==> src/rtl/core/lie_pkg.sv <==
// Shared types, widths and codes for the Lagrange interpolation evaluator.
// No dependencies; every other file in rtl/core imports this package.
package lie_pkg;

    // Datapath word width and the derived arithmetic widths
    localparam int WORD_WIDTH = 32;
    localparam int DW         = (WORD_WIDTH > 32) ? 32 : WORD_WIDTH;
    localparam int FIELD_W    = 32;
    localparam int DIFF_W     = DW + 1;             // exact node difference
    localparam int MAG_W      = DW + 1;             // |difference| up to 2^DW
    localparam int YMAG_W     = DW;                 // |y| up to 2^(DW-1)
    localparam int PROD_W     = 2 * MAG_W;          // product of two magnitudes
    localparam int SPLIT_W    = 32;                 // low slice of the wide product
    localparam int PL_W       = SPLIT_W + YMAG_W;
    localparam int PH_W       = PROD_W - SPLIT_W + YMAG_W;
    localparam int NUM_W      = PROD_W + YMAG_W + 1; // 2*num + den
    localparam int DEN2_W     = PROD_W + 1;          // 2*den
    localparam int Q_W        = 61;                  // quotient bits below the clamp
    localparam int TERM_W     = Q_W + 1;             // signed clamped term
    localparam int SUM_W      = TERM_W + 2;
    localparam int NTERMS     = 3;

    localparam logic [Q_W-1:0] TERM_LIMIT = Q_W'(1) << (Q_W - 1);

    // APB port
    localparam int PADDR_W = 5;
    localparam int PDATA_W = 32;

    typedef enum logic [2:0] {
        REG_NODE_X0  = 3'd0,
        REG_NODE_X1  = 3'd1,
        REG_NODE_X2  = 3'd2,
        REG_VALUE_Y0 = 3'd3,
        REG_VALUE_Y1 = 3'd4,
        REG_VALUE_Y2 = 3'd5
    } reg_idx_t;

    typedef enum logic [1:0] {
        ST_OK          = 2'd0,
        ST_COINCIDENT  = 2'd1,
        ST_SATURATED   = 2'd2,
        ST_UNSUPPORTED = 2'd3
    } status_t;

    localparam logic [1:0] ORDER_LINEAR = 2'd1;
    localparam logic [1:0] ORDER_QUAD   = 2'd2;

    typedef struct packed {
        logic signed [FIELD_W-1:0] query_x;
        logic        [1:0]         poly_order;
    } query_beat_t;

    typedef struct packed {
        logic signed [FIELD_W-1:0] interp_value;
        logic        [1:0]         status;
    } result_beat_t;

    typedef struct packed {
        logic [FIELD_W-1:0] node_x0;
        logic [FIELD_W-1:0] node_x1;
        logic [FIELD_W-1:0] node_x2;
        logic [FIELD_W-1:0] value_y0;
        logic [FIELD_W-1:0] value_y1;
        logic [FIELD_W-1:0] value_y2;
    } node_cfg_t;

    // One term entering the divider
    typedef struct packed {
        logic [NUM_W-1:0]  num;
        logic [DEN2_W-1:0] den;
        logic              neg;
    } div_lane_t;

    // One term leaving the divider
    typedef struct packed {
        logic [Q_W-1:0] quo;
        logic           ovf;
        logic           neg;
    } quo_lane_t;

    // Sign extend the low DW bits of a field to the difference width
    function automatic logic signed [DIFF_W-1:0] sext_dw(input logic [FIELD_W-1:0] v);
        logic signed [DW-1:0] low;
        low = signed'(v[DW-1:0]);
        return DIFF_W'(low);
    endfunction

    // Magnitude of a signed difference
    function automatic logic [MAG_W-1:0] mag_of(input logic signed [DIFF_W-1:0] v);
        logic signed [DIFF_W-1:0] n;
        n = -v;
        return v[DIFF_W-1] ? MAG_W'(n) : MAG_W'(v);
    endfunction

endpackage

==> src/rtl/core/lie_back.sv <==
// Back end: term clamping, three-term sum, word saturation and the result
// register, three stages. Depends on lie_pkg.
module lie_back (
    input  logic                 clk,
    input  logic                 rst_n,
    input  logic                 advance,
    input  logic                 in_valid,
    input  lie_pkg::quo_lane_t   lanes [lie_pkg::NTERMS],
    input  lie_pkg::status_t     status_in,
    output logic                 out_valid,
    output lie_pkg::result_beat_t result
);
    import lie_pkg::*;

    localparam logic signed [SUM_W-1:0] SAT_HI = SUM_W'((64'sd1 <<< (DW - 1)) - 64'sd1);
    localparam logic signed [SUM_W-1:0] SAT_LO = -SAT_HI - SUM_W'(1);

    logic    vld_reg [3];
    status_t st_reg  [3];

    logic signed [TERM_W-1:0] term_reg [NTERMS];
    logic                     clamp1_reg, clamp2_reg;
    logic signed [SUM_W-1:0]  sum_reg;
    result_beat_t             result_reg;

    logic signed [TERM_W-1:0] term_next [NTERMS];
    logic                     clamp_next;
    result_beat_t             result_next;

    // Clamp each rounded term and apply its sign
    always_comb
    begin
        logic [Q_W-1:0] m;
        logic           c;
        clamp_next = 1'b0;
        for (int k = 0; k < NTERMS; k++)
        begin
            c = lanes[k].ovf || (lanes[k].quo > TERM_LIMIT);
            m = c ? TERM_LIMIT : lanes[k].quo;
            term_next[k] = lanes[k].neg ? -signed'(TERM_W'(m)) : signed'(TERM_W'(m));
            clamp_next = clamp_next | c;
        end
    end

    // Saturate and pick the status
    always_comb
    begin
        logic signed [DW-1:0] v;
        logic                 sat;
        sat = 1'b0;
        if (sum_reg > SAT_HI)
        begin
            v   = DW'(SAT_HI);
            sat = 1'b1;
        end
        else if (sum_reg < SAT_LO)
        begin
            v   = DW'(SAT_LO);
            sat = 1'b1;
        end
        else
        begin
            v = DW'(sum_reg);
        end

        if (st_reg[1] != ST_OK)
        begin
            result_next.interp_value = '0;
            result_next.status       = st_reg[1];
        end
        else
        begin
            result_next.interp_value = FIELD_W'(v);
            result_next.status       = (sat || clamp2_reg) ? ST_SATURATED : ST_OK;
        end
    end

    always_ff @(posedge clk or negedge rst_n)
    begin
        if (!rst_n)
        begin
            for (int s = 0; s < 3; s++)
            begin
                vld_reg[s] <= 1'b0;
                st_reg[s]  <= ST_OK;
            end
        end
        else if (advance)
        begin
            vld_reg[0] <= in_valid;
            st_reg[0]  <= status_in;
            for (int s = 1; s < 3; s++)
            begin
                vld_reg[s] <= vld_reg[s-1];
                st_reg[s]  <= st_reg[s-1];
            end
        end
    end

    always_ff @(posedge clk)
    begin
        if (advance)
        begin
            term_reg   <= term_next;
            clamp1_reg <= clamp_next;
            sum_reg    <= SUM_W'(term_reg[0]) + SUM_W'(term_reg[1]) + SUM_W'(term_reg[2]);
            clamp2_reg <= clamp1_reg;
            result_reg <= result_next;
        end
    end

    assign out_valid = vld_reg[2];
    assign result    = result_reg;

endmodule

==> config.mk <==
export PLATFORM = sky130hd
export DESIGN_NAME = lie_back
export DESIGN_NICKNAME = d
export VERILOG_FILES = /design/src/rtl/core/lie_pkg.sv /design/src/rtl/core/lie_back.sv
export SDC_FILE = /design/constraint.sdc
export NUM_CORES = 1
export LEC_CHECK = 0
export BUFFER_PORTS_ARGS = -buffer_cell sky130_fd_sc_hd__buf_2
export CORE_MARGIN = 3
export CORE_UTILIZATION = 54
export DETAILED_ROUTE_END_ITERATION = 10
export PLACE_DENSITY = 0.81
export SETUP_SLACK_MARGIN = 0.3
export SLEW_MARGIN = 0
export SYNTH_ARGS = -nofsm -noshare
export SYNTH_HDL_FRONTEND = slang
export SYNTH_SLANG_ARGS = --single-unit
export TNS_END_PERCENT = 1
==> constraint.sdc <==
create_clock -name clk -period 3.4 [get_ports clk]
set_input_delay 0.17 -clock clk [delete_from_list [all_inputs] [get_ports clk]]
set_output_delay 0.17 -clock clk [all_outputs]
set_load 0.05 [all_outputs]
---- After elaboration in Yosys (flattened, before gate mapping) ----
Cells that the tools add are included.
word-level totals
  flip-flop bits (word level) ............. 293
  input port bits ......................... 195
  output and inout bits ................... 35
cells by class
  $add $sub $neg .......................... 5
  magnitude comparators ................... 5
  mux-type cells .......................... 12
  bitwise gates (word level) .............. 2
  reductions and logical operators ........ 6
operators by type and width
  kind                                                                               count
  61-bit two-way mux                                                                 6
  61-bit negation with 62-bit output                                                 3
  61-bit greater-than comparator, second input constant                              3
  63-bit by 62-bit adder with 64-bit output                                          1
  64-bit by 32-bit greater-than comparator with 1-bit output, second input constant  1
  64-bit by 32-bit less-than comparator with 1-bit output, second input constant     1
  62-bit by 62-bit adder with 63-bit output                                          1
  32-bit two-way mux                                                                 1
  31-bit two-way mux                                                                 1
  1-bit logical OR                                                                   4
  2-bit two-way mux                                                                  2
  1-bit two-way mux                                                                  2
  1-bit bitwise OR                                                                   2
  2-bit nonzero test                                                                 1
  2-bit OR reduction                                                                 1

---- Logic depth before layout (Yosys ltp) ----
  depth in word-level cells ............... 6
  gate-level depth with buffers ........... 20

---- Worst setup path before layout ----
Ideal clock, no wire load.
  kind .................................... in2reg
  from .................................... input lanes[128] (netlist bit)
  to ...................................... register term_reg[160] (netlist bit), data pin
  library setup time ...................... 270 ps
  arrival ................................. 3837 ps
  required time ........................... 3130 ps
  path slack .............................. -707 ps
  cell stages on the path ................. 19
  buffers on the path ..................... 3
  path through ............................ nor3_1 and4b_1 clkbuf_1 nand2_1 nor4_1 or2_2 clkbuf_1 clkbuf_1 nand2_1 ha_1 or3b_2 or3_1 or2_2 nor2_1 o21a_1 nand2_1 or4b_2 a21oi_1 nor3_1
RTL lines
  element               RTL line         source
  start, declared       lie_back.sv:8    input lie_pkg::quo_lane_t lanes [lie_pkg::NTERMS],
  end signal, assigned  lie_back.sv:104  term_reg <= term_next;
  end, declared         lie_back.sv:21   logic signed [TERM_W-1:0] term_reg [NTERMS];

---- Final worst setup path ----
  from .................................... register term_reg[1] (netlist bit)
  to ...................................... register sum_reg[57], data pin
between the ends
  longest elaborated chain between the ends .. 1
RTL lines
  element                                    RTL line         source
  63-bit by 62-bit adder with 64-bit output  lie_back.sv:106  sum_reg <= SUM_W'(term_reg[0]) + SUM_W'(term_reg[1]) + SUM_W'(term_reg[2]);
  end signal, assigned                       lie_back.sv:106
  end, declared                              lie_back.sv:23   logic signed [SUM_W-1:0] sum_reg;
No other way between the ends.
A chain may end at the register's enable or synchronous reset.

==> flow_metrics.env <==
export IMPL_status="finished with violations"
export IMPL_violations="setup timing"
export IMPL_fin_nets=2930
export IMPL_syn_area_per_cell_um2=9.88
export IMPL_track_usage=0.362
export IMPL_largest_reg_flops=186
export IMPL_synth_compound_area_frac=0.162
export IMPL_period_share=1.07
export IMPL_async_reset_ff_frac=0.0239
export IMPL_netlist_area_um2=20000
export IMPL_die_w_um=199
export IMPL_end_kind="flop"
export IMPL_hold_start="lanes[60]"
export IMPL_clock_path_buffers=3
export IMPL_power_switching_mw=5.36
export IMPL_r2r_start="term_reg[1]"
export IMPL_synth_top_family_by_area="simple AND/OR/NAND/NOR gates"
export IMPL_setup_viol_count_final=12
export IMPL_area_growth_pct=33.4
export IMPL_core_area_um2=36100
export IMPL_synth_xor_area_frac=0.0740
export IMPL_cts_sinks=293
export IMPL_synthAdderAreaFrac=0.104
export IMPL_synth_distinct_cells=82
export IMPL_syn_num_nets=2348
export IMPL_startpoint_type="flop"
export IMPL_synthCells=2025
export IMPL_grt_max_degree=82
export IMPL_ir_drop_mv=0.372
export IMPL_clock_power_share=0.230
export IMPL_cts_tree="done"
export IMPL_slew_violations=0
export IMPL_clockRootBuffer="clkbuf_16"
export IMPL_cts_htree_levels=1
export IMPL_fp_row_count=69
export IMPL_clock_skew_ns=0.0197
export IMPL_path_class="reg2reg"
export IMPL_rsz0062_at_grt="yes"
export IMPL_period_needed_ns=3.63
export IMPL_numCtsBuffers=31
export IMPL_crit_required_ns=3.72
export IMPL_pwr_share_seq=0.356
export IMPL_port_buffers=229
export IMPL_leakage_nw=10.6
export IMPL_ys_seq_area_frac=0.438
export IMPL_combPwrFrac=0.414
export IMPL_reg2reg_depth=16
export IMPL_drc=0
export IMPL_hold_path_class="in2reg"
export IMPL_yosys_warnings=0
export IMPL_fillers=2523
export IMPL_synth_simple_area_share=0.192
export IMPL_ios=230
export IMPL_dp_hpwl_um=56600
export IMPL_antenna_found_initial=8
export IMPL_drv_cap=0
export IMPL_drive_gt1_frac=0.323
export IMPL_final_common_cell="buf_4"
export IMPL_vias=19200
export IMPL_synth_mux_area_frac=0.00544
export IMPL_drt_wl_total_um=73700
export IMPL_clk_latency_ns=0.59
export IMPL_avgViaCountPerCell=6.21
export IMPL_p_per_area_nw_per_um2=555
export IMPL_power_internal_mw=9.46
export IMPL_first_global_vias=18600
export IMPL_critPathLaunch="term_reg[1]"
export IMPL_hold_viol=0
export IMPL_dieArea_um2=39400
export IMPL_grt_pass1_wl_um=108000
export IMPL_gp_congestion=0.992
export IMPL_start_util=0.555
export IMPL_layout_common_cells="buf_4 (345), edfxtp_1 (286), nand2_1 (232)"
export IMPL_firstDrtPassIters=6
export IMPL_worst_slew_pin_slew_ns=1.02
export IMPL_wl_per_cell_um=23.8
export IMPL_p_sw_frac=0.362
export IMPL_whs_path_depth=2
export IMPL_clk_pin_slew_ns=0.07
export IMPL_ys_ff_latch=293
export IMPL_grt_overflow_total=0
export IMPL_dieHeight_um=199
export IMPL_ys_dominant_reg_cell="edfxtp_1"
export IMPL_arrival_ns=3.95
export IMPL_setup_tns_ns=-1.48
export IMPL_clock_fmax_ghz=0.275
export IMPL_antenna_left=0
export IMPL_synth_edf_count=286
export IMPL_maxSlewHeadroom=0.320
export IMPL_final_util=0.740
export IMPL_drt_iter0_drc=1799
export IMPL_worst_slack_ns=-0.232
export IMPL_crit_path_max_fanout=4
[worst max-delay path, stage by stage (launching register included)]
cell      delay, ns
edfxtp_1       0.40
fa_1           0.55
ha_2           0.20
inv_2          0.05
fa_2           0.34
nand2b_4       0.16
a21oi_4        0.16
o21ai_2        0.09
a31o_4         0.24
o21ai_2        0.13
buf_4          0.13
nand4b_1       0.17
a21boi_2       0.22
buf_4          0.16
a211o_1        0.11
a31oi_1        0.09
xnor2_1        0.15
[layout make-up]
cell class                 instances  area [um2]  area share
antenna                            3        7.51    0.000281
clock buffer                      34         797      0.0299
clock inverter                    24         226     0.00848
inverter                          36         135     0.00506
multi-input combinational       1604       11700       0.437
sequential                       293        8760       0.328
tap                              461         577      0.0216
timing repair buffer             641        4530       0.170
[cells in the mapped netlist, drive strengths merged, types with 16 or more instances]
| library cell | instances | area (um2) |
|---|---|---|
| a31oi | 19 | 119 |
| a21o | 26 | 195 |
| buf | 18 | 88.8 |
| fa | 63 | 1260 |
| clkbuf | 74 | 278 |
| nor3 | 65 | 330 |
| nand4 | 23 | 144 |
| or2 | 21 | 134 |
| o21ai | 123 | 623 |
| nand2b | 16 | 100 |
| nand3 | 47 | 235 |
| a21oi | 183 | 916 |
| o41ai | 21 | 184 |
| xor2 | 117 | 1020 |
| o31ai | 32 | 264 |
| edfxtp | 286 | 8590 |
| nor2 | 198 | 743 |
| ha | 65 | 813 |
| nand2 | 245 | 922 |
| or3 | 36 | 230 |
| inv | 35 | 131 |
| a311oi | 24 | 210 |
| or4 | 26 | 210 |
| xnor2 | 52 | 455 |
| o21a | 16 | 120 |
| nor4 | 47 | 322 |
[worst paths after layout]
| check | end | slack, ns |
|---|---|---|
| min in group asynchronous | st_reg[5] | 0.56 |
| min reg2reg | clamp2_reg | 0.43 |
| max | sum_reg[57] | -0.23 |
| max in group asynchronous | st_reg[3] | 2.58 |
| min | term_reg[58] | 0.02 |
| max reg2reg | sum_reg[57] | -0.23 |
[per-stage QoR]
stage / instances / setup slack [ns] / hold slack, ns / area, um2 / power (mW)
6_report: 3096 / -0.232 / 0.0176 / 26700 / 14.8
5_1_grt: 3094 / -0.333 / 0.0241 / 26700 / 15.5
4_1_cts: 3091 / -0.155 / 0.00148 / 26200 / 14.4
3_5_place_dp: 2976 / -0.821 / 0.00726 / 24200 / 10.7
3_3_place_gp: 2976 / -0.666 / -0.000593 / 24200 / 10.5
2_1_floorplan: 2025 / -0.306 / -0.126 / 20200 / 8.32
[cell families (layout without fill, tap and decap cells)]
kind of cell | count (synthesis) | in the layout
flops | 293 | 293
fa+ha+maj | 128 | 128
other cells | 0 | 3
mux | 10 | 10
compound gates | 518 | 518
buf+inv | 128 | 735
simple gates | 779 | 779
xor+xnor | 169 | 169
[power by group through the flow]
stage	registers [mW]	logic (mW)	clock network, mW
2_1_floorplan	5.35	2.97	0
5_1_grt	5.32	6.59	3.58
3_3_place_gp	5.28	5.25	0
3_5_place_dp	5.31	5.40	0
4_1_cts	5.25	5.77	3.42
6_report	5.27	6.14	3.41
[metal layers]
metal  up-vias  GRT usage  part of all wire
li1       8715          -                 -
met1      9181      0.510              0.41
met2      1116      0.585              0.46
met3       207     0.0534             0.099
met4        10      0.113             0.039
met5         -          0           0.00086
[timing repair]
action,4_1_cts,5_1_grt
setup endpoints to repair,87,93
resized for setup,85,107
pin swaps,49,85
hold buffers,55,0
hold endpoints to repair,60,0
setup buffers,2,2
(Power assumes the default switching activity.)
