File: src/rtl/core/lie_pkg.sv
// Shared types, widths and codes for the Lagrange interpolation evaluator.
// No dependencies; every other file in rtl/core imports this package.
package lie_pkg;

    // Datapath word width and the derived arithmetic widths
    localparam int WORD_WIDTH = 32;
    localparam int DW         = (WORD_WIDTH > 32) ? 32 : WORD_WIDTH;
    localparam int FIELD_W    = 32;
    localparam int DIFF_W     = DW + 1;             // exact node difference
    localparam int MAG_W      = DW + 1;             // |difference| up to 2^DW
    localparam int YMAG_W     = DW;                 // |y| up to 2^(DW-1)
    localparam int PROD_W     = 2 * MAG_W;          // product of two magnitudes
    localparam int SPLIT_W    = 32;                 // low slice of the wide product
    localparam int PL_W       = SPLIT_W + YMAG_W;
    localparam int PH_W       = PROD_W - SPLIT_W + YMAG_W;
    localparam int NUM_W      = PROD_W + YMAG_W + 1; // 2*num + den
    localparam int DEN2_W     = PROD_W + 1;          // 2*den
    localparam int Q_W        = 61;                  // quotient bits below the clamp
    localparam int TERM_W     = Q_W + 1;             // signed clamped term
    localparam int SUM_W      = TERM_W + 2;
    localparam int NTERMS     = 3;

    localparam logic [Q_W-1:0] TERM_LIMIT = Q_W'(1) << (Q_W - 1);

    // APB port
    localparam int PADDR_W = 5;
    localparam int PDATA_W = 32;

    typedef enum logic [2:0] {
        REG_NODE_X0  = 3'd0,
        REG_NODE_X1  = 3'd1,
        REG_NODE_X2  = 3'd2,
        REG_VALUE_Y0 = 3'd3,
        REG_VALUE_Y1 = 3'd4,
        REG_VALUE_Y2 = 3'd5
    } reg_idx_t;

    typedef enum logic [1:0] {
        ST_OK          = 2'd0,
        ST_COINCIDENT  = 2'd1,
        ST_SATURATED   = 2'd2,
        ST_UNSUPPORTED = 2'd3
    } status_t;

    localparam logic [1:0] ORDER_LINEAR = 2'd1;
    localparam logic [1:0] ORDER_QUAD   = 2'd2;

    typedef struct packed {
        logic signed [FIELD_W-1:0] query_x;
        logic        [1:0]         poly_order;
    } query_beat_t;

    typedef struct packed {
        logic signed [FIELD_W-1:0] interp_value;
        logic        [1:0]         status;
    } result_beat_t;

    typedef struct packed {
        logic [FIELD_W-1:0] node_x0;
        logic [FIELD_W-1:0] node_x1;
        logic [FIELD_W-1:0] node_x2;
        logic [FIELD_W-1:0] value_y0;
        logic [FIELD_W-1:0] value_y1;
        logic [FIELD_W-1:0] value_y2;
    } node_cfg_t;

    // One term entering the divider
    typedef struct packed {
        logic [NUM_W-1:0]  num;
        logic [DEN2_W-1:0] den;
        logic              neg;
    } div_lane_t;

    // One term leaving the divider
    typedef struct packed {
        logic [Q_W-1:0] quo;
        logic           ovf;
        logic           neg;
    } quo_lane_t;

    // Sign extend the low DW bits of a field to the difference width
    function automatic logic signed [DIFF_W-1:0] sext_dw(input logic [FIELD_W-1:0] v);
        logic signed [DW-1:0] low;
        low = signed'(v[DW-1:0]);
        return DIFF_W'(low);
    endfunction

    // Magnitude of a signed difference
    function automatic logic [MAG_W-1:0] mag_of(input logic signed [DIFF_W-1:0] v);
        logic signed [DIFF_W-1:0] n;
        n = -v;
        return v[DIFF_W-1] ? MAG_W'(n) : MAG_W'(v);
    endfunction

endpackage

File: src/rtl/core/lie_cfg.sv
// APB register file holding the three interpolation nodes.
// Depends on lie_pkg.
module lie_cfg (
    input  logic                    clk,
    input  logic                    rst_n,
    input  logic                    psel,
    input  logic                    penable,
    input  logic                    pwrite,
    input  logic [lie_pkg::PADDR_W-1:0] paddr,
    input  logic [lie_pkg::PDATA_W-1:0] pwdata,
    output logic [lie_pkg::PDATA_W-1:0] prdata,
    output logic                    pready,
    output lie_pkg::node_cfg_t      nodes
);
    import lie_pkg::*;

    node_cfg_t nodes_reg;
    node_cfg_t nodes_next;
    reg_idx_t  idx;
    logic      wr_en;

    assign idx    = reg_idx_t'(paddr[PADDR_W-1:2]);
    assign wr_en  = psel && penable && pwrite;
    assign pready = 1'b1;
    assign nodes  = nodes_reg;

    // Register write decode; addresses past the list are ignored
    always_comb
    begin
        nodes_next = nodes_reg;
        if (wr_en)
        begin
            case (idx)
                REG_NODE_X0:  nodes_next.node_x0  = pwdata;
                REG_NODE_X1:  nodes_next.node_x1  = pwdata;
                REG_NODE_X2:  nodes_next.node_x2  = pwdata;
                REG_VALUE_Y0: nodes_next.value_y0 = pwdata;
                REG_VALUE_Y1: nodes_next.value_y1 = pwdata;
                REG_VALUE_Y2: nodes_next.value_y2 = pwdata;
                default:      nodes_next = nodes_reg;
            endcase
        end
    end

    always_ff @(posedge clk or negedge rst_n)
    begin
        if (!rst_n)
        begin
            nodes_reg <= '0;
        end
        else
        begin
            nodes_reg <= nodes_next;
        end
    end

    // Read mux
    always_comb
    begin
        case (idx)
            REG_NODE_X0:  prdata = nodes_reg.node_x0;
            REG_NODE_X1:  prdata = nodes_reg.node_x1;
            REG_NODE_X2:  prdata = nodes_reg.node_x2;
            REG_VALUE_Y0: prdata = nodes_reg.value_y0;
            REG_VALUE_Y1: prdata = nodes_reg.value_y1;
            REG_VALUE_Y2: prdata = nodes_reg.value_y2;
            default:      prdata = '0;
        endcase
    end

endmodule

File: config.mk
export PLATFORM = sky130hd
export DESIGN_NAME = lie_cfg
export DESIGN_NICKNAME = d
export VERILOG_FILES = /design/src/rtl/core/lie_pkg.sv /design/src/rtl/core/lie_cfg.sv
export SDC_FILE = /design/constraint.sdc
export NUM_CORES = 1
export LEC_CHECK = 0
export ABC_CLOCK_PERIOD_IN_PS = 2400
export BUFFER_PORTS_ARGS = -buffer_cell sky130_fd_sc_hd__buf_2
export CORE_MARGIN = 8
export CORE_UTILIZATION = 52
export DETAILED_ROUTE_END_ITERATION = 10
export GPL_ROUTABILITY_DRIVEN = 0
export PLACE_DENSITY = 0.86
export SKIP_LAST_GASP = 1
export SLEW_MARGIN = 20
export SYNTH_ARGS = -nofsm -noshare
export SYNTH_HDL_FRONTEND = slang
export SYNTH_SLANG_ARGS = --single-unit
File: constraint.sdc
create_clock -name clk -period 2.4 [get_ports clk]
set_clock_uncertainty 0.2 [all_clocks]
set_input_delay 0.48 -clock clk [delete_from_list [all_inputs] [get_ports clk]]
set_output_delay 0.48 -clock clk [all_outputs]
set_load 0.01 [all_outputs]
### Yosys cells after proc, flatten, opt, wreduce, memory -nomap -nowiden

Cells that the tools add are included.

| storage, ports and cells | value |
|---|---|
| output and inout port bits | 225 |
| input bits | 42 |
| register bits | 192 |
| logic and storage cells | 21 |

| operators by class | value |
|---|---|
| equal/unequal tests | 5 |
| multiplexer cells | 1 |
| reductions and logical operators | 9 |

Operator list:

| kind | count |
|---|---|
| $pmux W32 S6 | 1 |
| $reduce_and A2 Y1 | 6 |
| $eq A3 B2 Y1 const B | 2 |
| $eq A3 B3 Y1 const B | 2 |
| $eq A3 B1 Y1 const B | 1 |
| $logic_not A3 Y1 | 1 |
| $logic_and A1 B1 Y1 | 2 |

### Logic depth before layout (Yosys ltp)

Gate-level depths: netlist of the first run.

| depth | value |
|---|---|
| depth in word-level cells | 3 |
| depth in mapped cells | 6 |
| mapped depth without buffers | 3 |

### Worst setup path after synthesis of the first run

OpenSTA, ideal clock, no wires.

| timing | value |
|---|---|
| kind | in2out |
| from | input port paddr[3] (netlist name) |
| to | output port prdata[12] (netlist name) |
| stages on the path | 6 |
| path buffers | 3 |
| data required time | 1.720 ns |
| slack | 0.112 ns |
| arrival time | 1.608 ns |
| cells stage by stage | buf_4 > buf_4 > buf_4 > nor2_2 > a22oi_1 > o21ai_0 |

| on the way | value |
|---|---|
| word-level cells in the longest chain between the ends | 2 |
| elaborated cells between the ends (all ways) | 7 |
| those cells by class | eq/ne (5); mux (1); reduce/logical (1) |

RTL lines:

| what | line | text |
|---|---|---|
| start: declaration | lie_cfg.sv:9 | `input logic [lie_pkg::PADDR_W-1:0] paddr,` |
| $eq A3 B3 Y1 (tied with other cells) | lie_cfg.sv:60 | `case (idx)` |
| $pmux W32 S6 * | lie_cfg.sv:60 |  |
| end: declaration | lie_cfg.sv:11 | `output logic [lie_pkg::PDATA_W-1:0] prdata,` |

Every way passes the cells marked *; elsewhere a longest branch is shown, timed or not.

### Worst setup path in the final report of the first run

| timing | value |
|---|---|
| from | input port paddr[2] (netlist name) |
| to | output port prdata[20] (netlist name) |

The elaborated chain is that of the path after synthesis.

==> results of run 1 <==
[Yosys cell counts]
cell type / instances / area [sq um]
mux2_2: 205 / 2310
dfrtp_1: 192 / 4800
nand2_1: 32 / 120
mux2_4: 30 / 450
buf_2: 18 / 90.1
o21ai_0: 16 / 80.1
a221oi_1: 15 / 131
a31oi_1: 15 / 93.8
buf_4: 15 / 113
a21oi_1: 12 / 60.1
mux2i_1: 12 / 120
mux2_1: 11 / 124
clkbuf_1: 8 / 30.0
a22oi_1: 7 / 52.6
a32oi_1: 7 / 61.3
buf_6: 7 / 78.8
a211o_1: 6 / 52.6
nor3b_1: 6 / 45.0
a2bb2oi_1: 3 / 26.3
nor2_2: 3 / 18.8
nand2b_1: 2 / 12.5
a22o_1: 1 / 8.76
and3_1: 1 / 6.26
and4b_1: 1 / 10.0
conb_1: 1 / 3.75
inv_1: 1 / 3.75
mux4_2: 1 / 22.5
nand4_1: 1 / 6.26
nand4b_1: 1 / 8.76
nor2_4: 1 / 11.3
nor2b_1: 1 / 6.26
nor3_2: 1 / 10.0
nor3_4: 1 / 16.3
[metrics by stage]
step	util, %	power, W
after floorplan	-	0.00573
after global placement	63.7	0.00693
after detailed placement	63.7	0.00703
after CTS	67.8	0.0101
after global routing	68.2	0.0105
final	68.2	0.0101
[repair_timing]
action	4_1_cts	5_1_grt
hold buffers	1	0
hold endpoints to repair	56	0
pin swaps	0	1
setup buffers	1	3
setup endpoints to repair	12	9
cloned	1	1
resized for setup	4	6
[metal layers]
metal | vias up | share of wire (%) | track usage, %
met5 | - | 0 | 0
met4 | 0 | 2.6 | 8.72
met3 | 48 | 8.4 | 7.52
met2 | 303 | 48 | 39.1
met1 | 3415 | 41 | 30.7
li1 | 2935 | - | -
[logic make-up after synthesis]
group,share of synthesized area (%)
muxes,33.7
DFF,53.5
AOI/OAI and AO/OA,6.31
and+or+nand+nor,3.02
buffers and inverters,3.51
other,0.0417
[path summary, 6_finish.rpt]
path,from,end,slack [ns]
max in group asynchronous,rst_n,nodes[159]$_DFFE_PN0P_,0.94
min reg2reg,nodes[67]$_DFFE_PN0P_,nodes[67]$_DFFE_PN0P_,0.31
min,pwdata[30],nodes[62]$_DFFE_PN0P_,0.15
max reg2reg,nodes[172]$_DFFE_PN0P_,nodes[172]$_DFFE_PN0P_,1.37
min in group asynchronous,rst_n,nodes[112]$_DFFE_PN0P_,0.41
max,paddr[2],prdata[20],0.05
[cell type report]
cell class	instances	area share, %
repair buffers	321	17.3
flip-flops and latches	192	41.2
multi-input cells	393	33.6
inverters	1	0.0322
clock buffers	18	3.76
well taps	225	2.41
clock inverters	14	1.73
[power groups by stage]
stage	registers, W	logic (W)	clock network, W
6_report	0.00439	0.00262	0.00305
5_1_grt	0.00446	0.00281	0.00323
4_1_cts	0.00437	0.00264	0.00310
3_5_place_dp	0.00442	0.00261	0
3_3_place_gp	0.00438	0.00254	0
2_1_floorplan	0.00463	0.00110	0
==> results by group, run 1 <==
Floorplanning
  • Core area: about 17000 sq um
  • Starting Density: between 50% and 60%
  • Die width: 147 um
  • Num rows: 48
  • # IOs: 267
  • Die height: roughly 150 um
  • Die footprint: roughly 22000 sq um

Finish
  • Nets: 968
  • N_diodes: 0
  • Layout area overhead: 29.9%
  • Number of flip-flops in the largest register: between 150 and 200
  • Most frequent cells in the layout: buf_2, mux2_2, dfrtp_1, buf_4, nand2_1
  • Register area: between 4000 and 5000 sq um
  • Footprint of the multi-input gates: 3920 sq um
  • Final instance area: ~12000 sq um
  • Fillcell total: 1201
  • Share of cells above drive strength 1: between 60% and 70%
  • Commonest non-fill, non-tap cell in the layout: buf_2
  • Final Instance Count excl. Fillers: 1164

Place
  • Place WS: -0.163 ns
  • IO buf count: 263
  • Placed Instance Area: roughly 11000 sq um
  • Inst Count DP: around 1100
  • DP HPWL: roughly 19 mm

CTS
  • Root buffer cell: clkbuf_16
  • H-tree depth: 4
  • Clock Pin Slew Worst Setup and Hold Paths: 0.07 ns
  • CTS tree: done
  • Max clock buf depth: 2
  • CTS Buf Count: 17
  • Clk sinks: about 190
  • Clk_lat worst skew: 0.42 ns

Timing
  • Fmax: approximately 430 MHz
  • Worst rel slew slack: about two thirds
  • RSZ-0062 raised after global routing: no
  • Tmin final: around 2.3 ns
  • Count of final setup violators: 0
  • Final Hold Slack: 0.152 ns
  • Max-slew violation count: 0
  • Worst slew pin tran: 0.527 ns
  • Final Hold Fails: 0
  • Crit share post-route: ~98%
  • Final WS setup: about 0.052 ns
  • Setup TNS: 0 ns

Worst setup path
  • R2R depth: 1
  • Cell with the most instances on the worst path: buf_4
  • WP buf/inv: 3
  • Crit path cell chain: buf_4, buf_4, mux4_2, a22o_1, buf_2
  • Startpoint type of the worst setup path: input port
  • Critical path's largest stage delay: between 0.5 and 0.6 ns
  • Required time of the critical path: approximately 1.7 ns
  • Worst path depth: 5
  • Delay-heaviest family, CP: multiplexers
  • CP Capture Type: output pin
  • CP Class: input port to output pin
  • WP data arrival: roughly 1.7 ns
  • Critical path peak fanout: 8
  • Slowest CP cell: mux4_2

Hold path
  • Hold Path Depth: 2
  • Hold Crit Class: input port to flip-flop

Global routing
  • Grt ovf: 0
  • First-pass GRT wire length: 41.6 mm
  • Initial antenna violation count: 0
  • Vias in the first global route: 7058
  • Largest net degree at the start of global routing: 63
  • All-Layer GR Usage: about a quarter

Synthesis
  • Syn nets: just under 700
  • Synthesized area: ~9000 sq um
  • Post-Synthesis Cells: about 630
  • Syn. warnings: 0
  • Syn Area/Cell: 14.2 sq um
  • Yosys reg bits: about 190
  • Distinct cells, synth: 33
  • Seq/Total Area, Yosys: 53.5%

Routing
  • Vias: ~6700
  • Number of DRC markers in iteration 0: around 350
  • Wirelength, routed: 27.2 mm
  • Vias/cell: ~5.8
  • Post-route ant nets: 0
  • 1st-pass router iterations: 4
  • DRC Markers: 0
  • Wire per inst: between 20 and 25 um

Power
  • Sw Pwr: just over 0.003 W
  • Switching part of the total power: a little under a third
  • Comb power frac: 26.0%
  • Total power density per cell area: around 860 nW/um^2
  • Maximum vdd ir drop: 0.000512 V
  • Leakage Power: between 5 and 6 nW
  • Clock power frac: between 30% and 40%
  • Internal Power: ~0.0070 W
  • Sequential power share: a little over two fifths

Outcome
  • Status: finished, final reports clean

Flow run
  • Max cap viols: 0
(Power assumes the default switching activity.)
==> inputs of run 2 (changes only) <==
SETUP_SLACK_MARGIN = 0.1   (was default)
==> results by group, run 2 (synthesized netlist as in run 1, its figures left out) <==
Outcome
  • Status: finished, final reports clean (unchanged)

Timing
  • Count of final setup violators: 0 (unchanged)
  • Final Hold Slack: 0.148 ns (was 0.152 ns)
  • Worst slew pin tran: 0.523 ns (was 0.527 ns)
  • Worst rel slew slack: 65.1% (was 64.8%)
  • Max-slew violation count: 0 (unchanged)
  • Crit share post-route: 96.4% (was 97.8%)
  • Final Hold Fails: 0 (unchanged)
  • Final WS setup: 0.0861 ns (was 0.0516 ns)
  • RSZ-0062 raised after global routing: yes (was no)
  • Tmin final: 2.31 ns (was 2.35 ns)
  • Fmax: 432 MHz (was 426 MHz)

Global routing
  • Met1 Resource Use GR: 30.7% (about the same)
  • Largest net degree at the start of global routing: 63 (unchanged)
  • GRT busiest layer: met2 (unchanged)
  • First-pass GRT wire length: 41.7 mm (was 41.6 mm)
  • Met3 GRT Util: 7.73% (was 7.52%)
  • GR Util met2: 39.3% (was 39.1%)
  • All-Layer GR Usage: 24.5% (was 24.4%)
  • Vias in the first global route: 7101 (was 7058)
  • Initial antenna violation count: 0 (unchanged)
  • Grt ovf: 0 (unchanged)

Finish
  • Footprint of the multi-input gates: 4000 sq um (was 3920 sq um)
  • N_diodes: 0 (unchanged)
  • Number of flip-flops in the largest register: 192 (unchanged)
  • Layout area overhead: 32.9% (was 29.9%)
  • Final instance area: 11900 sq um (was 11700 sq um)
  • Share of cells above drive strength 1: 65.7% (was 64.0%)
  • Nets: 981 (was 968)
  • Fillcell total: 1177 (was 1201)
  • Register area: 4800 sq um (unchanged)
  • Final core occ: 69.8% (was 68.2%)
  • Commonest non-fill, non-tap cell in the layout: buf_2 (unchanged)
  • Most frequent cells in the layout: buf_2, mux2_2, dfrtp_1, buf_4, mux2_4 (was buf_2, mux2_2, dfrtp_1, buf_4, nand2_1)

Floorplanning
  • Die footprint: 21700 sq um (unchanged)
  • # IOs: 267 (unchanged)
  • Num rows: 48 (unchanged)
  • Die width: 147 um (unchanged)
  • Die height: 147 um (unchanged)
  • Starting Density: 52.5% (unchanged)
  • Core area: 17100 sq um (unchanged)

CTS
  • Clk_lat worst skew: 0.42 ns (about the same)
  • Clk sinks: 192 (unchanged)
  • CTS tree: done (unchanged)
  • Clock Pin Slew Worst Setup and Hold Paths: 0.07 ns (about the same)
  • H-tree depth: 4 (unchanged)
  • Root buffer cell: clkbuf_16 (unchanged)
  • CTS Buf Count: 17 (unchanged)
  • Max clock buf depth: 2 (unchanged)

Hold path
  • Hold Crit Class: input port to flip-flop (unchanged)
  • Hold Path Depth: 2 (unchanged)

Routing
  • Vias: 6821 (was 6701)
  • Wirelength, routed: 28.0 mm (was 27.2 mm)
  • Vias/cell: 5.80 (was 5.76)
  • Wire per inst: 23.8 um (was 23.3 um)
  • Post-route ant nets: 0 (unchanged)
  • 1st-pass router iterations: 4 (unchanged)
  • DRC Markers: 0 (unchanged)
  • Number of DRC markers in iteration 0: 314 (was 349)

Power
  • Maximum vdd ir drop: 0.000528 V (was 0.000512 V)
  • Leakage Power: 5.96 nW (was 5.84 nW)
  • Total power density per cell area: 852 nW/um^2 (was 861 nW/um^2)

Worst setup path
  • Critical path's largest stage delay: 0.48 ns (was 0.52 ns)
  • Delay-heaviest family, CP: multiplexers (unchanged)
  • CP startpoint: nodes[84]$_DFFE_PN0P_ (was paddr[2])
  • Worst r2r src: nodes[125]$_DFFE_PN0P_ (was nodes[172]$_DFFE_PN0P_)
  • WP data arrival: 1.63 ns (was 1.67 ns)
  • Worst setup endpoint: prdata[20] (unchanged)
  • Required time of the critical path: 1.72 ns (about the same)
  • R2R depth: 2 (was 1)
  • R2R Setup Slk: 1.29 ns (was 1.37 ns)
  • WP buf/inv: 1 (was 3)
  • Reg2reg end: nodes[125]$_DFFE_PN0P_ (was nodes[172]$_DFFE_PN0P_)
  • Startpoint type of the worst setup path: flip-flop (was input port)
  • Slowest CP cell: mux4_2 (unchanged)
  • CP Capture Type: output pin (unchanged)
  • Crit path cell chain: mux4_2, a22o_1, buf_2 (was buf_4, buf_4, mux4_2, a22o_1, buf_2)
  • CP Class: flip-flop to output pin (was input port to output pin)
  • Critical path peak fanout: 3 (was 8)
  • Worst path depth: 3 (was 5)

Flow run
  • Max cap viols: 0 (unchanged)

Place
  • Placed Instance Area: 10900 sq um (unchanged)
  • Place WS: -0.163 ns (unchanged)
  • IO buf count: 263 (unchanged)
  • DP HPWL: 19.0 mm (unchanged)
-- run 2: cell count changes in the layout (fill, tap and decap cells not counted), sizes merged --
cell and change:
buf +11, clkbuf +2
-- run 2: power by group --
group	switching (W)	internal [W]	total, W
Combinational	0.00131	0.00142	0.00272
Sequential	0.000529	0.00387	0.00440
Clock	0.00126	0.00179	0.00305
Total	0.00310	0.00708	0.0102
-- run 2: worst register-to-register path, cell delays in order, from the launching register on --
cell and delay [ns]:
dfrtp_1 0.40, buf_4 0.14, mux2_2 0.26
-- run 2: cell type report --
class,count,area share (%)
clock inverter,14,1.69
multi-input combinational,393,33.5
tap,225,2.36
sequential,192,40.2
timing repair buffer,334,18.5
inverter,1,0.0314
clock buffer,18,3.68
-- run 2: worst min-delay path by stage --
| stage | startpoint | end |
|---|---|---|
| after detailed placement | nodes[67]$_DFFE_PN0P_ | nodes[67]$_DFFE_PN0P_ |
| after global placement | nodes[67]$_DFFE_PN0P_ | nodes[67]$_DFFE_PN0P_ |
| final | pwdata[30] | nodes[62]$_DFFE_PN0P_ |
| after global routing | pwdata[30] | nodes[62]$_DFFE_PN0P_ |
| after floorplan | rst_n | nodes[0]$_DFFE_PN0P_ |
| after CTS | pwdata[30] | nodes[62]$_DFFE_PN0P_ |
-- run 2: timing repair --
action | CTS | global route
cloned | 1 | 3
gates resized for setup | 13 | 24
buffers inserted | 3 | 12
setup endpoints to repair | 30 | 28
hold endpoints to repair | 56 | 0
pin swaps | 0 | 7
hold buffers | 1 | 0
-- run 2: per-stage QoR --
step / setup TNS [ns] / cells / power (W)
floorplan: 0 / 634 / 0.00573
global placement: -0.450 / 1125 / 0.00693
detailed placement: -0.676 / 1125 / 0.00703
CTS: 0 / 1162 / 0.0101
global route: 0 / 1177 / 0.0106
finish: 0 / 1177 / 0.0102
-- run 2: metal layers --
layer | vias up | wire [um]
met5 | - | 0
met4 | 0 | 821
met3 | 55 | 2280
met2 | 295 | 13400
met1 | 3517 | 11500
li1 | 2954 | -
==> inputs of run 3 (changes only) <==
==> constraint.sdc (replaced) <==
create_clock -name clk -period 2.4 [get_ports clk]
set_clock_uncertainty 0.2 [all_clocks]
set_input_delay 0.36 -clock clk [delete_from_list [all_inputs] [get_ports clk]]
set_output_delay 0.36 -clock clk [all_outputs]
set_load 0.01 [all_outputs]
==> results by group, run 3 (synthesized netlist as in run 1, its figures left out) <==
Floorplanning
  • Die width: 147 um (unchanged)
  • Starting Density: 52.5% (unchanged)
  • Num rows: 48 (unchanged)
  • Core area: 17100 sq um (unchanged)
  • Die height: 147 um (unchanged)
  • Die footprint: 21700 sq um (unchanged)
  • # IOs: 267 (unchanged)

CTS
  • Post-CTS setup buffer count: 0 (was 3)
  • CTS tree: done (unchanged)
  • Clk_lat worst skew: 0.42 ns (about the same)
  • Root buffer cell: clkbuf_16 (unchanged)
  • Clock Pin Slew Worst Setup and Hold Paths: 0.07 ns (about the same)
  • CTS Buf Count: 17 (unchanged)
  • H-tree depth: 4 (unchanged)
  • Clk sinks: 192 (unchanged)
  • Max clock buf depth: 2 (unchanged)

Timing
  • Final Hold Fails: 0 (unchanged)
  • Setup TNS: 0 ns (unchanged)
  • RSZ-0062 raised after global routing: no (was yes)
  • Tmin final: 2.23 ns (was 2.31 ns)
  • Final Hold Slack: 0.0291 ns (was 0.148 ns)
  • Fmax: 448 MHz (was 432 MHz)
  • Max-slew violation count: 0 (unchanged)
  • Crit share post-route: 93.0% (was 96.4%)
  • Count of final setup violators: 0 (unchanged)

Power
  • Clock power frac: 28.6% (was 30.0%)
  • Total Power: 0.00979 W (was 0.0102 W)
  • Leakage Power: 5.73 nW (was 5.96 nW)
  • Internal Power: 0.00677 W (was 0.00708 W)
  • Sw Pwr: 0.00302 W (was 0.00310 W)
  • Maximum vdd ir drop: 0.000502 V (was 0.000528 V)
  • Total power density per cell area: 853 nW/um^2 (was 852 nW/um^2)
  • Switching part of the total power: 30.9% (was 30.4%)
  • Comb power frac: 26.5% (was 26.8%)
  • Sequential power share: 44.9% (was 43.2%)

Finish
  • Commonest non-fill, non-tap cell in the layout: buf_2 (unchanged)
  • Number of flip-flops in the largest register: 192 (unchanged)
  • Share of cells above drive strength 1: 63.1% (was 65.7%)
  • Most frequent cells in the layout: buf_2, mux2_2, dfrtp_1, nand2_1, mux2_4 (was buf_2, mux2_2, dfrtp_1, buf_4, mux2_4)
  • Final instance area: 11500 sq um (was 11900 sq um)
  • Layout area overhead: 27.7% (was 32.9%)
  • Final core occ: 67.0% (was 69.8%)
  • N_diodes: 0 (unchanged)
  • Nets: 955 (was 981)

Place
  • Placed Instance Area: 10900 sq um (about the same)
  • DP HPWL: 19.1 mm (was 19.0 mm)
  • IO buf count: 263 (unchanged)

Worst setup path
  • WP data arrival: 1.67 ns (was 1.63 ns)
  • CP Class: input port to output pin (was flip-flop to output pin)
  • Critical path peak fanout: 40 (was 3)
  • Startpoint type of the worst setup path: input port (was flip-flop)
  • CP Capture Type: output pin (unchanged)
  • Required time of the critical path: 1.84 ns (was 1.72 ns)

Global routing
  • Initial antenna violation count: 0 (unchanged)
  • Largest net degree at the start of global routing: 64 (was 63)
  • Vias in the first global route: 7127 (was 7101)
  • First-pass GRT wire length: 41.7 mm (about the same)
  • All-Layer GR Usage: 24.5% (about the same)
  • Grt ovf: 0 (unchanged)

Routing
  • Number of DRC markers in iteration 0: 371 (was 314)
  • Vias: 6621 (was 6821)
  • 1st-pass router iterations: 6 (was 4)
  • Wire per inst: 23.5 um (was 23.8 um)
  • DRC Markers: 0 (unchanged)
  • Vias/cell: 5.75 (was 5.80)
  • Post-route ant nets: 0 (unchanged)
  • Wirelength, routed: 27.0 mm (was 28.0 mm)

Hold path
  • Hold Crit Class: input port to flip-flop (unchanged)

Flow run
  • Max cap viols: 0 (unchanged)

Outcome
  • Status: finished, final reports clean (unchanged)
==> run 3: stage by stage <==
stage                     setup WS (ns)  cells
final                             0.169   1151
after detailed placement         0.0961   1118
after CTS                         0.161   1151
after floorplan                   0.352    634
after global routing              0.107   1151
after global placement           0.0627   1118
==> run 3: final timing paths <==
check,start,to,slack [ns],cells after the start
min reg2reg,nodes[102]$_DFFE_PN0P_,nodes[102]$_DFFE_PN0P_,0.31,1
min,pwdata[5],nodes[101]$_DFFE_PN0P_,0.03,2
max reg2reg,nodes[60]$_DFFE_PN0P_,nodes[60]$_DFFE_PN0P_,1.37,1
min in group asynchronous,rst_n,nodes[176]$_DFFE_PN0P_,0.21,2
max,paddr[2],prdata[21],0.17,6
max in group asynchronous,rst_n,nodes[66]$_DFFE_PN0P_,1.11,3
==> run 3: what timing repair did <==
action / in CTS / in global routing
endpoints found under the hold margin: 35 / 0
resized for setup: 1 / 2
hold buffers: 1 / 0
endpoints found under the setup margin: 1 / 3
==> run 3: routing by layer <==
metal / vias up / GRT usage (%) / wire [um] / share of wire [%]
met5: - / 0 / 0 / 0
met4: 0 / 7.19 / 621 / 2.3
met3: 45 / 8.22 / 2180 / 8.1
met2: 265 / 40.7 / 13200 / 49
met1: 3411 / 29.8 / 11000 / 41
li1: 2900 / - / - / -
==> run 3: critical path, cell delays in order <==
cell	delay [ns]
buf_4	0.20
buf_12	0.24
mux2_2	0.36
a21oi_1	0.17
o21ai_0	0.13
buf_2	0.17
==> run 3: power groups by stage <==
| stage | clock [W] | combinational [W] | sequential (W) |
|---|---|---|---|
| floorplan | 0 | 0.00110 | 0.00463 |
| global placement | 0 | 0.00254 | 0.00439 |
| detailed placement | 0 | 0.00261 | 0.00443 |
| CTS | 0.00285 | 0.00262 | 0.00438 |
| global route | 0.00297 | 0.00278 | 0.00448 |
| finish | 0.00280 | 0.00259 | 0.00439 |
==> run 3: layout make-up <==
type / count / area (sq um)
inverter: 1 / 3.75
timing repair buffer: 308 / 1900
clock inverter: 13 / 136
fill: 1270 / 5640
sequential: 192 / 4800
tap: 225 / 282
clock buffer: 19 / 443
multi-input combinational: 393 / 3910
